==> config.mk <==
export PLATFORM = sky130hd
export DESIGN_NAME = scar_merge
export DESIGN_NICKNAME = d
export VERILOG_FILES = /design/src/hdl/scar_pkg.sv /design/src/hdl/scar_merge.sv
export SDC_FILE = /design/constraint.sdc
export NUM_CORES = 2
export LEC_CHECK = 0
export ABC_AREA = 0
export CORE_ASPECT_RATIO = 1.5
export CORE_MARGIN = 5
export CORE_UTILIZATION = 50
export CTS_CLUSTER_DIAMETER = 30
export DETAILED_ROUTE_END_ITERATION = 7
export DONT_BUFFER_PORTS = 1
export PLACE_DENSITY = 0.61
export SLEW_MARGIN = 30
export SYNTH_ARGS = -nofsm -noshare
export SYNTH_HDL_FRONTEND = slang
export SYNTH_SLANG_ARGS = --single-unit
==> constraint.sdc <==
create_clock -name clk -period 8.3 [get_ports clk]
set_input_delay 0.415 -clock clk [delete_from_list [all_inputs] [get_ports clk]]
set_output_delay 0.415 -clock clk [all_outputs]
set_load 0.02 [all_outputs]
==> src/hdl/scar_pkg.sv <==
// Shared types, constants and arithmetic helpers for the stereo comb/allpass reverb.
// Depends on nothing; used by scar_lane, scar_merge and the top level.
package scar_pkg;

	localparam int SAMPLE_WIDTH = 24;
	localparam int NUM_COMBS    = 8;
	localparam int NUM_APS      = 4;
	localparam int COMB_DEPTH   = 11208;   // right channel total, left fits below
	localparam int AP_DEPTH     = 1655;
	localparam int COMB_AW      = $clog2(COMB_DEPTH);
	localparam int AP_AW        = $clog2(AP_DEPTH);
	localparam int ACC_W        = 40;      // comb sum and allpass chain width

	localparam logic [1:0] REG_ROOM = 2'd0;
	localparam logic [1:0] REG_DAMP = 2'd1;
	localparam logic [1:0] REG_WET  = 2'd2;

	// line lengths and base offsets, [channel][line]
	localparam logic [10:0] COMB_SIZE [2][NUM_COMBS] = '{
		'{11'd1116, 11'd1188, 11'd1277, 11'd1356, 11'd1422, 11'd1491, 11'd1557, 11'd1617},
		'{11'd1139, 11'd1211, 11'd1300, 11'd1379, 11'd1445, 11'd1514, 11'd1580, 11'd1640}};
	localparam logic [13:0] COMB_OFF [2][NUM_COMBS] = '{
		'{14'd0, 14'd1116, 14'd2304, 14'd3581, 14'd4937, 14'd6359, 14'd7850, 14'd9407},
		'{14'd0, 14'd1139, 14'd2350, 14'd3650, 14'd5029, 14'd6474, 14'd7988, 14'd9568}};
	localparam logic [9:0] AP_LEN [2][NUM_APS] = '{
		'{10'd556, 10'd441, 10'd341, 10'd225},
		'{10'd579, 10'd464, 10'd364, 10'd248}};
	localparam logic [10:0] AP_OFF [2][NUM_APS] = '{
		'{11'd0, 11'd556, 11'd997, 11'd1338},
		'{11'd0, 11'd579, 11'd1043, 11'd1407}};

	typedef enum logic [3:0] {
		L_CLR, L_IDLE, C_RD, C_MUL, C_LP, C_FB, C_WR, A_RD, A_WR
	} lane_state_t;

	typedef enum logic [2:0] {
		T_IDLE, T_RUN, T_MUL, T_SUM, T_PUT
	} top_state_t;

	// per-frame coefficients handed to each lane
	typedef struct packed {
		logic               start;
		logic signed [23:0] mono;
		logic [15:0]        fb;
		logic [16:0]        d1;
		logic [16:0]        d2;
	} lane_ctl_t;

	typedef struct packed {
		logic ready;
		logic done;
	} lane_stat_t;

	function automatic logic signed [31:0] sat32(input logic signed [63:0] x);
		if (x > 64'sd2147483647)
			return 32'sh7fffffff;
		else if (x < -64'sd2147483648)
			return 32'sh80000000;
		else
			return x[31:0];
	endfunction

	function automatic logic [16:0] clamp_q16(input logic [16:0] v);
		return (v > 17'd65536) ? 17'd65536 : v;
	endfunction

endpackage

==> src/hdl/scar_merge.sv <==
// Output mix: sample plus wet-scaled reverb, saturated to the sample range.
// Uses scar_pkg; two register stages, wide product split into two halves.
module scar_merge
	import scar_pkg::*;
(
	input  logic                           clk,
	input  logic signed [ACC_W-1:0]        acc,
	input  logic [16:0]                    wet,
	input  logic signed [SAMPLE_WIDTH-1:0] sample,
	output logic signed [SAMPLE_WIDTH-1:0] mixed_s2
);

	localparam int HALF = ACC_W / 2;

	logic        [HALF+16:0]   plo_s1;
	logic signed [HALF+17:0]   phi_s1;
	logic signed [ACC_W+18:0]  prod;
	logic signed [ACC_W+18:0]  sum;

	// partial products
	always_ff @(posedge clk) begin
		plo_s1 <= acc[HALF-1:0] * wet;
		phi_s1 <= $signed(acc[ACC_W-1:HALF]) * $signed({1'b0, wet});
	end

	assign prod = ((ACC_W+19)'(phi_s1) <<< HALF) + (ACC_W+19)'({1'b0, plo_s1});
	assign sum  = ((prod + (ACC_W+19)'(65536)) >>> 17) + (ACC_W+19)'(sample);

	// saturate to the sample range
	always_ff @(posedge clk) begin
		if (sum > (ACC_W+19)'(8388607))
			mixed_s2 <= 24'sh7fffff;
		else if (sum < -(ACC_W+19)'(8388608))
			mixed_s2 <= 24'sh800000;
		else
			mixed_s2 <= sum[SAMPLE_WIDTH-1:0];
	end

endmodule

==> metrics <==
vias post-DR 20800; Unique masters post-synth 82; Mapped Area 28400 µm²; register area share after synthesis 5.86%; setup tns final 0 ps; final net count 4049; commonest non-fill, non-tap cell in the layout inv_1; Post-Syn Instances 3213; H-tree depth 3; largest net degree at the start of global routing 41; crit path kind flop to flop; final number of setup-violating endpoints 0; CP Data Required Time 8600 ps; CP endpoint kind flop; #FFs+latches synth 83; Reg clk slew, reported paths 60 ps; simple-gate share of the synthesized area 16.4%; Synthesis Warnings 0; Post-synth EDFFs 0; Pre-Repair DR Iteration Count 8; origin of the worst min-delay path acc[20]; placer congestion estimate 0.865; most frequent cells in the layout inv_1, fa_1, nand2_1; crit path cell chain ha_1 -> and3_1 -> a31oi_1 -> nor2b_1 -> o21a_1 -> o41ai_1 -> o31ai_1 -> o41ai_1 -> or2_2 -> nand2_1 -> xor2_1 -> ha_1 -> a21oi_1 -> nand2_1 -> a221oi_1 -> nor2_1 -> o211a_1 -> nor4_4 -> xor2_1 -> or4_1 -> or4_4 -> o41ai_4 -> buf_4 -> a31o_2; crit path max fanout 23; Synth top area share 43.0%; multiplexer share of the synthesized area 0.106%; Layout fillers 5447; Critical R2R Launch plo_s1[20]$_DFF_P_; area grow syn2layout 2.58%; Initial Util 50.2%; FMAX 138 MHz; Tmin final 7260 ps; reg-to-reg setup timing slack 1040 ps; Die H 302 µm; layout cell share with drive strength beyond 1 1.78%; largest family of logic cells by synthesized area adder cells; asr flop ratio synth 0%; adder-cell share of the synthesized area 54.8%; CTS sink cnt 83; CORE AREA 56500 µm²; GRT overflow 0; Critical R2R Capture mixed_s2[2]$_SDFF_PN1_; CTS Buf Count 9; FF-to-FF path depth 24; Sequential Area 1660 µm²; clock skew 11.8 ps; placed insts 3843; critical path's top delay family compound AO/OA/AOI/OAI gates; worst hold path type primary input to flop; WL final 74.7 mm; Final Cycle Share 87.5%; vias per cell 5.39; Hold Crit Depth 1; Data arrival, critical path 7560 ps; Final HPWL DP 59.5 mm; Post-Syn Area per Cell 8.83 µm²; Crit path buffers/inverters 1; post-detailed-route wirelength per cell 19.4 µm; Die X 204 µm; Min-Delay Endpoint phi_s1[0]$_DFF_P_; setup bufs post-CTS 0; I/O Buffers 0; Final Non-Filler Cells 3859; Synth area leaders fa_1, ha_1, inv_1, nand2_1, dfxtp_1; CTS Buffer Depth 2; Root Driver clkbuf_16; DRT antenna net count 0; CP max stage cell o41ai_1; area of the multi-input gates 23500 µm²; DR iter-0 viols 1035; RSZ-0062 raised after global routing no; die area 61700 µm²; FP Rows 107; Post-Syn Nets 4171; Most used DFF post-synth dfxtp_1; Remaining DRCs 0; max incr delay on CP 640 ps; biggest area consumer among synthesized cells fa_1; outcome completed; Worst Setup Start Kind flop; GRT Total Usage 24.9%; Skew-Pair Late Insertion Delay 360 ps; initial antenna violation count 2; complex-gate fraction of the synthesized area 7.52%; Slew @ Worst Pin 954 ps; Final Max Tran Viols 0; Hold Violations, Final 0; Hold Buf Count CTS 0; vias in the first global route 23300; XOR/XNOR Fraction of Synth Area 4.08%; max capacitance violation total 0; CTS resizes 0; worst hold slack 195 ps; Ports 106; Max transition margin 36.0%; first-pass GRT wire length 121 mm; CTS tree yes
==> per-layer routing <==
layer  global-route usage, %  up-vias  wire [µm]
li1                        -     9428          -
met1                    29.5    10600      27800
met2                    45.3      664      39400
met3                    4.46      154       4830
met4                    8.52        0       2680
met5                       0        -          0
==> final cells by class <==
cell class / count / area share (%)
diodes: 1 / 0.00860
clock buffers: 10 / 0.787
clock inverters: 5 / 0.271
inverters: 700 / 9.03
multi-input cells: 2296 / 80.9
flip-flops and latches: 83 / 5.71
well taps: 763 / 3.28
repair buffers: 1 / 0.0258
==> cell usage after synthesis, types with 40 or more instances <==
master and instances:
xor2_1 40, o21ai_0 41, xnor2_1 92, clkbuf_1 120
a21o_1 65, inv_1 700, nor2_1 82, dfxtp_1 83
fa_1 609, ha_1 267, and2_1 244, nand2_1 497
a21oi_1 91
==> kinds of logic (layout without fill, tap and decap cells) <==
group / count (synthesis) / in the layout
adder cells (fa/ha/maj): 876 / 876
flip-flops: 83 / 83
AND/OR/NAND/NOR: 971 / 971
other: 0 / 1
XOR/XNOR: 132 / 132
buffers and inverters: 834 / 716
AO/OA/AOI/OAI: 314 / 314
multiplexers: 3 / 3
==> registers in the layout, summed over array words and instances (netlist names) <==
register	count
mixed_s2	24
phi_s1	38
plo_s1	21
==> worst max-delay path by stage <==
stage                                  start                     end  cells past startpoint
after global routing      plo_s1[20]$_DFF_P_  mixed_s2[2]$_SDFF_PN1_                     24
after CTS                 plo_s1[20]$_DFF_P_  mixed_s2[2]$_SDFF_PN1_                     24
after detailed placement  plo_s1[20]$_DFF_P_  mixed_s2[2]$_SDFF_PN1_                     24
after global placement    plo_s1[20]$_DFF_P_  mixed_s2[2]$_SDFF_PN1_                     22
final                     plo_s1[20]$_DFF_P_  mixed_s2[2]$_SDFF_PN1_                     24
after floorplan                      acc[25]      phi_s1[37]$_DFF_P_                     22
==> metrics by stage <==
stage	cell area, µm²	utilization, %	setup slack [ps]
finish	29100	51.5	1040
global route	29100	51.5	528
CTS	29100	51.5	1010
detailed placement	28800	50.9	1050
global placement	28800	50.9	1040
floorplan	28400	-	1760
==> worst reg2reg max path, stage by stage (launching register included) <==
cell and delay, ps:
dfxtp_1 310, ha_1 330, and3_1 160, a31oi_1 240
nor2b_1 80, o21a_1 190, o41ai_1 620, o31ai_1 220
o41ai_1 640, or2_2 250, nand2_1 70, xor2_1 170
ha_1 350, a21oi_1 510, nand2_1 120, a221oi_1 400
nor2_1 120, o211a_1 280, nor4_4 260, xor2_1 120
or4_1 530, or4_4 440, o41ai_4 300, buf_4 320
a31o_2 210
Power is not shown: default switching activity piles up to over one toggle a cycle in this logic, so the estimate is an artifact.
